`src/pbd_pkg.sv`:
```
// Package for the power button debouncer: widths, register indexes, reset values.
package pbd_pkg;

    localparam int COUNT_WIDTH = 16;
    localparam int DELAY_WIDTH = 16;
    localparam int LOAD_WIDTH  = (COUNT_WIDTH > DELAY_WIDTH) ? COUNT_WIDTH : DELAY_WIDTH;

    localparam int CFG_INDEX_WIDTH = 2;
    localparam int CFG_DATA_WIDTH  = DELAY_WIDTH;

    localparam logic [CFG_INDEX_WIDTH-1:0] REG_DEBOUNCE_TICKS = 2'd0;
    localparam logic [CFG_INDEX_WIDTH-1:0] REG_ACTIVE_LEVEL   = 2'd1;
    localparam logic [CFG_INDEX_WIDTH-1:0] REG_IGNORE_LID     = 2'd2;

    localparam logic [DELAY_WIDTH-1:0] DEBOUNCE_RESET = 16'd30000;

    typedef logic [COUNT_WIDTH-1:0] count_t;

    typedef struct packed {
        logic pressed;
        logic stable;
        logic scan_disable;
        logic scan_enable;
        logic change_event;
        logic press_event;
    } result_t;

endpackage

```
`src/power_button_debouncer.sv`:
```
// Power button debouncer: one tick item in, one result item out.
//
//  channel  | handshake                 | payload
//  ---------+---------------------------+---------------------------------------------
//  tick     | tick_valid / tick_stall   | button_level, lid_open, simulate_press
//  result   | result_valid / result_stall | pressed, stable, scan_disable, scan_enable,
//           |                           | change_event, press_event
//  cfg      | cfg_we                    | cfg_index, cfg_data
//
// One tick item per clock while tick_stall is low; its result appears in the output register on the next cycle.
// The debounce state and countdown are updated in a single register pass per tick.
// tick_stall is high only while the output register holds an item and result_stall is high.
// Reset loads the configuration defaults; the first tick after reset loads the debounced state.
module power_button_debouncer (
    input  logic                                clk,
    input  logic                                rst_n,
    input  logic                                cfg_we,
    input  logic [pbd_pkg::CFG_INDEX_WIDTH-1:0] cfg_index,
    input  logic [pbd_pkg::CFG_DATA_WIDTH-1:0]  cfg_data,
    input  logic                                tick_valid,
    output logic                                tick_stall,
    input  logic                                button_level,
    input  logic                                lid_open,
    input  logic                                simulate_press,
    output logic                                result_valid,
    input  logic                                result_stall,
    output logic                                pressed,
    output logic                                stable,
    output logic                                scan_disable,
    output logic                                scan_enable,
    output logic                                change_event,
    output logic                                press_event
);

    logic [pbd_pkg::DELAY_WIDTH-1:0] ticks_reg;
    logic                            active_level_reg;
    logic                            ignore_lid_reg;

    logic            debounced_reg, debounced_next;
    logic            stable_reg, stable_next;
    pbd_pkg::count_t count_reg, count_next;
    logic            pending_reg, pending_next;
    logic            prev_level_reg;
    logic            prev_sim_reg;
    logic            init_done_reg;

    logic             result_valid_reg;
    pbd_pkg::result_t result_reg, result_next;

    logic                            accept;
    logic                            raw;
    logic                            pin_edge;
    logic                            sim_change;
    logic                            due;
    logic [pbd_pkg::LOAD_WIDTH-1:0]  load_wide;
    logic [pbd_pkg::LOAD_WIDTH-1:0]  count_max_wide;
    pbd_pkg::count_t                 count_load;

    assign tick_stall = result_valid_reg && result_stall;
    assign accept     = tick_valid && !tick_stall;

    // Configuration registers
    always_ff @(posedge clk or negedge rst_n)
    begin
        if (!rst_n)
        begin
            ticks_reg        <= pbd_pkg::DEBOUNCE_RESET;
            active_level_reg <= 1'b0;
            ignore_lid_reg   <= 1'b0;
        end
        else if (cfg_we)
        begin
            case (cfg_index)
                pbd_pkg::REG_DEBOUNCE_TICKS: ticks_reg        <= cfg_data;
                pbd_pkg::REG_ACTIVE_LEVEL:   active_level_reg <= cfg_data[0];
                pbd_pkg::REG_IGNORE_LID:     ignore_lid_reg   <= cfg_data[0];
                default:                     ;
            endcase
        end
    end

    assign raw = simulate_press
                 || ((ignore_lid_reg || lid_open) && (button_level == active_level_reg));
    assign pin_edge   = button_level != prev_level_reg;
    assign sim_change = simulate_press != prev_sim_reg;

    // Treat a zero delay as one tick, saturate a delay the counter cannot hold
    assign count_max_wide = pbd_pkg::LOAD_WIDTH'({pbd_pkg::COUNT_WIDTH{1'b1}});
    always_comb
    begin
        load_wide = pbd_pkg::LOAD_WIDTH'(ticks_reg);
        if (ticks_reg == '0)
            load_wide = pbd_pkg::LOAD_WIDTH'(1);
        if (load_wide > count_max_wide)
            load_wide = count_max_wide;
    end
    assign count_load = load_wide[pbd_pkg::COUNT_WIDTH-1:0];

    always_comb
    begin
        debounced_next = debounced_reg;
        stable_next    = stable_reg;
        count_next     = count_reg;
        pending_next   = pending_reg;
        due            = 1'b0;
        result_next    = '0;

        if (!init_done_reg)
        begin
            debounced_next = raw;
        end
        else
        begin
            due          = pending_reg || (count_reg == pbd_pkg::count_t'(1));
            pending_next = 1'b0;
            if (count_reg != '0)
                count_next = count_reg - pbd_pkg::count_t'(1);

            if (pin_edge)
            begin
                // restart the window; any sample due now is dropped
                count_next               = count_load;
                stable_next              = 1'b0;
                result_next.scan_disable = raw;
                due                      = 1'b0;
            end
            else if (sim_change)
            begin
                count_next   = '0;
                pending_next = 1'b1;
                stable_next  = 1'b0;
                due          = 1'b0;
            end

            if (due)
            begin
                result_next.scan_enable = !raw;
                if (raw != debounced_reg)
                begin
                    debounced_next           = raw;
                    result_next.change_event = 1'b1;
                    result_next.press_event  = raw;
                end
                stable_next = 1'b1;
            end
        end

        result_next.pressed = debounced_next;
        result_next.stable  = stable_next;
    end

    always_ff @(posedge clk or negedge rst_n)
    begin
        if (!rst_n)
        begin
            debounced_reg  <= 1'b0;
            stable_reg     <= 1'b1;
            count_reg      <= '0;
            pending_reg    <= 1'b0;
            prev_level_reg <= 1'b0;
            prev_sim_reg   <= 1'b0;
            init_done_reg  <= 1'b0;
        end
        else if (accept)
        begin
            debounced_reg  <= debounced_next;
            stable_reg     <= stable_next;
            count_reg      <= count_next;
            pending_reg    <= pending_next;
            prev_level_reg <= button_level;
            prev_sim_reg   <= simulate_press;
            init_done_reg  <= 1'b1;
        end
    end

    // Output register: hold while stalled, refill on every accepted item
    always_ff @(posedge clk or negedge rst_n)
    begin
        if (!rst_n)
            result_valid_reg <= 1'b0;
        else if (accept)
            result_valid_reg <= 1'b1;
        else if (!result_stall)
            result_valid_reg <= 1'b0;
    end

    always_ff @(posedge clk)
    begin
        if (accept)
            result_reg <= result_next;
    end

    assign result_valid = result_valid_reg;
    assign pressed      = result_reg.pressed;
    assign stable       = result_reg.stable;
    assign scan_disable = result_reg.scan_disable;
    assign scan_enable  = result_reg.scan_enable;
    assign change_event = result_reg.change_event;
    assign press_event  = result_reg.press_event;

endmodule

```
`config.mk`:
```
export PLATFORM = sky130hd
export DESIGN_NAME = power_button_debouncer
export DESIGN_NICKNAME = d
export VERILOG_FILES = /design/src/pbd_pkg.sv /design/src/power_button_debouncer.sv
export SDC_FILE = /design/constraint.sdc
export NUM_CORES = 1
export LEC_CHECK = 0
export ABC_AREA = 1
export BUFFER_PORTS_ARGS = -buffer_cell sky130_fd_sc_hd__buf_2
export CAP_MARGIN = 10
export CORE_MARGIN = 5
export CORE_UTILIZATION = 30
export DETAILED_ROUTE_END_ITERATION = 12
export GPL_TIMING_DRIVEN = 0
export PLACE_DENSITY_LB_ADDON = 0.15
export REMOVE_ABC_BUFFERS = 1
export SYNTH_ARGS = -nofsm -noshare
export SYNTH_HDL_FRONTEND = slang
export SYNTH_SLANG_ARGS = --single-unit
```
`constraint.sdc`:
```
create_clock -name clk -period 2.25 [get_ports clk]
set_input_delay 0.45 -clock clk [delete_from_list [all_inputs] [get_ports clk]]
set_output_delay 0.45 -clock clk [all_outputs]
set_load 0.01 [all_outputs]
```
== Word-level counts from Yosys, hierarchy flattened ==
Cells that the tools add are included.
Storage, ports and cells
  input bits: 26
  output and inout port bits: 8
  word-level logic and storage cells: 67
  flip-flop bits (word level): 47
Cells by class
  reductions and logical operators: 20
  order comparisons: 1
  $add $sub $neg: 1
  eq/ne operators: 8
  muxes and demuxes: 20
Operators with widths (count)
  $mux 16: 5
  $eq 16x1->1 const B: 1
  $gt 16x16->1 const B: 1
  $logic_not 16->1: 1
  $reduce_bool 16->1: 1
  $sub 16x1->16 const B: 1
  $mux 1: 14
  $reduce_and 2->1: 6
  $reduce_and 3->1: 2
  $logic_and 1x1->1: 3
  $logic_or 1x1->1: 3
  $ne 1x1->1: 3
  $reduce_bool 3->1: 1
  $eq 2x1->1 const B: 1
  $eq 2x2->1 const B: 1
  $logic_not 1->1: 2
  $logic_not 2->1: 1
  $mux 2: 1
  $ne 2x1->1 const B: 1
  $eq 1x1->1: 1

== Depth between registers and ports, before layout ==
  word-level depth: 7
  gate-level depth with buffers: 10
  gate-level depth less buffers: 10

== Worst setup path after synthesis ==
Ideal clock, no wire load.
  path kind: flip-flop to flip-flop
  from: register count_reg[0]
  to: register count_reg[6]
  clock period less this slack: 1603 ps
  path buffers: 1
  cell stages (with the launch flop): 11
  slack: 647 ps
  setup time: 117 ps
  required time: 2133 ps
  arrival time: 1485 ps
  path through: dfrtp_1 inv_1 ha_1 nand2_2 nor2_4 nand3_2 nand2_4 inv_4 buf_6 nand2_1 o21ai_2
On the way
  longest elaborated chain between the ends: 4
  elaborated cells on any way between the ends: 7
  those cells by class: 1 x add/sub; 3 x mux; 3 x reduce/logical
RTL lines
  from (decl): RTL line power_button_debouncer.sv:41  | pbd_pkg::count_t count_reg, count_next;
  from (signal assigned): RTL line power_button_debouncer.sv:168  | count_reg <= count_next;
  $sub 16x1->16: RTL line power_button_debouncer.sv:117  | count_next = count_reg - pbd_pkg::count_t'(1);
  $mux 16: RTL line power_button_debouncer.sv:116  | if (count_reg != '0)
  $mux 16: RTL line power_button_debouncer.sv:127  | else if (sim_change)
  $mux 16: RTL line power_button_debouncer.sv:119  | if (pin_edge)
Several ways; a longest one is shown, not always the timed one. The select of a mux whose other input is x is not followed.
A chain may end at the register's enable or synchronous reset.

== Final worst setup path ==
  from: register count_reg[0]
  to: register count_reg[10]
The elaborated chain is that of the path after synthesis.

==> results by group <==
Timing
  – Max Fclk: 532 MHz
  – TNS Setup: 0 ps
  – Final setup vio count: 0
  – Final Hold Viols: 0
  – RSZ-0062 raised after global routing: no
  – Final cycle utilization of the critical path: 83.5%
  – Worst-Margin Slew: 1080 ps
  – Final min period: 1880 ps
  – Worst slew margin relative to its limit: 27.9%
  – Clock Skews: 11.7 ps
  – Max-slew violation count: 0

Die
  – Core Region: 8220 µm²
  – Full die area: 10300 µm²
  – Die Wd: 102 µm
  – Rows: 33
  – Starting Density: 30.7%
  – Die H: 102 µm
  – I/O pins: 34

Clock tree
  – Post-CTS Hold Fix Bufs: 0
  – CTS Buf Count: 5
  – Clock root cell: clkbuf_8
  – Clk buf depth: 2
  – Clk sinks: 47
  – Clock insertion delay at the later pin of the skew report: 310 ps
  – Htree depth: 2
  – Setup Buffers After CTS: 0
  – Worst-path clk slew: 90 ps
  – CTS tree: yes
  – Post-CTS Resized: 0

Placement
  – Post-DP HPWL: 4.09 mm
  – IO buf count: 33
  – Area after DPL: 2770 µm²
  – RePlAce Congestion: 0.830

Critical path
  – FF-to-FF setup slack: 370 ps
  – R2R Path Start: count_reg[0]$_DFFE_PN0P_
  – Crit Path Class: flop to flop
  – Critical path required time: 2430 ps
  – Crit path DAT: 2060 ps
  – CP Capture Type: flop
  – CP startpoint kind: flop
  – Worst-path fanout max: 18
  – Worst setup startpoint: count_reg[0]$_DFFE_PN0P_

Pwr
  – Peak supply drop: 0.329 mV
  – Pwr Density: 865 nW/µm²
  – Leakage: 1.40 nW

Synthesis
  – Main synth FF type: dfrtp_1
  – Top-count cell post-synth: nand2_1
  – Synth top area share: 32.8%
  – FF+latch count, synth: 47
  – Ranking of synthesized cells by area: dfrtp_1, nand2_1, dfstp_2
  – Syn_area_per_cell: 7.87 µm²
  – Post-synth top cells: nand2_1, nor2_1, inv_1, dfrtp_1, a21oi_1
  – FFs w/ async S/R, synth: 87.2%
  – Unique masters post-synth: 31
  – Synth Warn #: 0
  – Post-synth top area cell: dfrtp_1
  – Post-synth EDFFs: 6
  – Sequential share of the synthesized area: 48.3%
  – Post-Synthesis Cells: 320
  – Synthesized area: 2520 µm²

GRT
  – Initial antenna violation count: 0
  – Gr ovfl total: 0
  – Gr usage total: 12.0%
  – First-pass GRT wire length: 9.89 mm
  – Number of global-route vias before repair: 2107
  – Largest net degree at the start of global routing: 42

Status
  – Status: finished, final reports clean

Cells and area
  – Antenna diode count: 0
  – Multi-input logic area: 1100 µm²
  – Fillcell total: 894
  – Layout area overhead: 14.6%
  – Share of cells above drive strength 1: 18.9%
  – Finished Cell Area: 2890 µm²
  – Reg area: 1220 µm²
  – Total Nets Final: 381
  – Final Core Density: 35.1%

Worst hold path
  – Hold Crit Class: primary input to asynchronous set/reset pin

Detailed routing
  – Vias/cell: 4.61
  – Via count: 2116
  – Wire length per cell: 12.3 µm
  – Final Routed Wirelength: 5.66 mm
  – First-pass DRT Iterations: 4
  – # DRC: 0
  – ANT nets after route: 0
  – Iter 0 DRT Violations: 104

Run
  – MaxCap Viol Count: 0
==> layer usage <==
| layer | part of all wire [%] | global-route usage, % | routed length [µm] |
|---|---|---|---|
| met5 | 0 | 0 | 0 |
| met4 | 1.4 | 3.99 | 82 |
| met3 | 3.6 | 1.65 | 205 |
| met2 | 47 | 20.3 | 2640 |
| met1 | 48 | 15.7 | 2730 |
==> layout make-up <==
cell class	count	area share (%)
Timing Repair Buffer	33	5.72
Tap cell	105	4.55
Multi-Input combinational cell	225	38.2
Sequential cell	47	42.1
Clock inverter	3	1.60
Inverter	41	5.42
Clock buffer	5	2.38
==> layout by cell type, fill, tap and decap left out, drive strengths merged <==
cell / Yosys / routed
o21ai: 26 / 26
xor2: 1 / 1
nor2: 60 / 60
a21o: 2 / 2
clkinvlp: 0 / 1
dfstp: 8 / 8
dfrtp: 33 / 33
bufinv: 0 / 1
nand3b: 2 / 2
a21oi: 29 / 29
buf: 4 / 33
nand4: 5 / 5
or2: 1 / 1
nand2: 67 / 67
o22ai: 3 / 3
edfxtp: 6 / 6
inv: 41 / 42
a31oi: 1 / 1
mux2: 2 / 2
o21a: 1 / 1
clkbuf: 3 / 5
ha: 2 / 2
nand3: 22 / 22
xnor2: 1 / 1
==> power breakdown <==
part / total [mW] / leakage (nW) / internal (mW) / switching (mW)
clock network: 0.653 / 0.0548 / 0.335 / 0.318
logic: 0.670 / 0.813 / 0.243 / 0.427
registers: 1.17 / 0.531 / 1.04 / 0.131
total: 2.50 / 1.40 / 1.62 / 0.876
==> metrics by stage <==
step / setup slack, ps / cells / hold WS [ps] / power (mW)
finish: 371 / 459 / 270 / 2.50
global route: 143 / 459 / 362 / 2.69
CTS: 358 / 459 / 313 / 2.52
detailed placement: 173 / 451 / 479 / 1.86
global placement: 175 / 451 / 477 / 1.86
floorplan: 634 / 313 / 154 / 1.67
==> worst max-delay path, stage by stage (launching register included) <==
cell and delay (ps):
dfrtp_1 430, inv_1 150, ha_1 250, nand2_2 130
nor2_4 190, nand3_2 110, nand2_4 190, inv_4 140
nor2_1 110, a21oi_1 50
==> kinds of logic after synthesis <==
| family | count (synthesis) | share of synthesized area (%) |
|---|---|---|
| adders and majority gates | 2 | 0.993 |
| buffers and inverters | 48 | 7.94 |
| and+or+nand+nor | 157 | 27.7 |
| AOI/OAI and AO/OA | 62 | 13.6 |
| DFF | 47 | 48.3 |
| xor gates and xnor gates | 2 | 0.695 |
| muxes | 2 | 0.894 |
==> path summary, 6_finish.rpt <==
kind / to / depth (start not counted)
worst min register to register: ticks_reg[13]$_DFFE_PN1P_ / 2
worst min-delay path: ignore_lid_reg$_DFFE_PN0P_ / 1
min in group clk: ticks_reg[8]$_DFFE_PN1P_ / 3
worst max register to register: count_reg[10]$_DFFE_PN0P_ / 9
max in group asynchronous: count_reg[8]$_DFFE_PN0P_ / 1
worst max-delay path: count_reg[10]$_DFFE_PN0P_ / 9
Note: power is estimated with default switching activity, not from simulation.
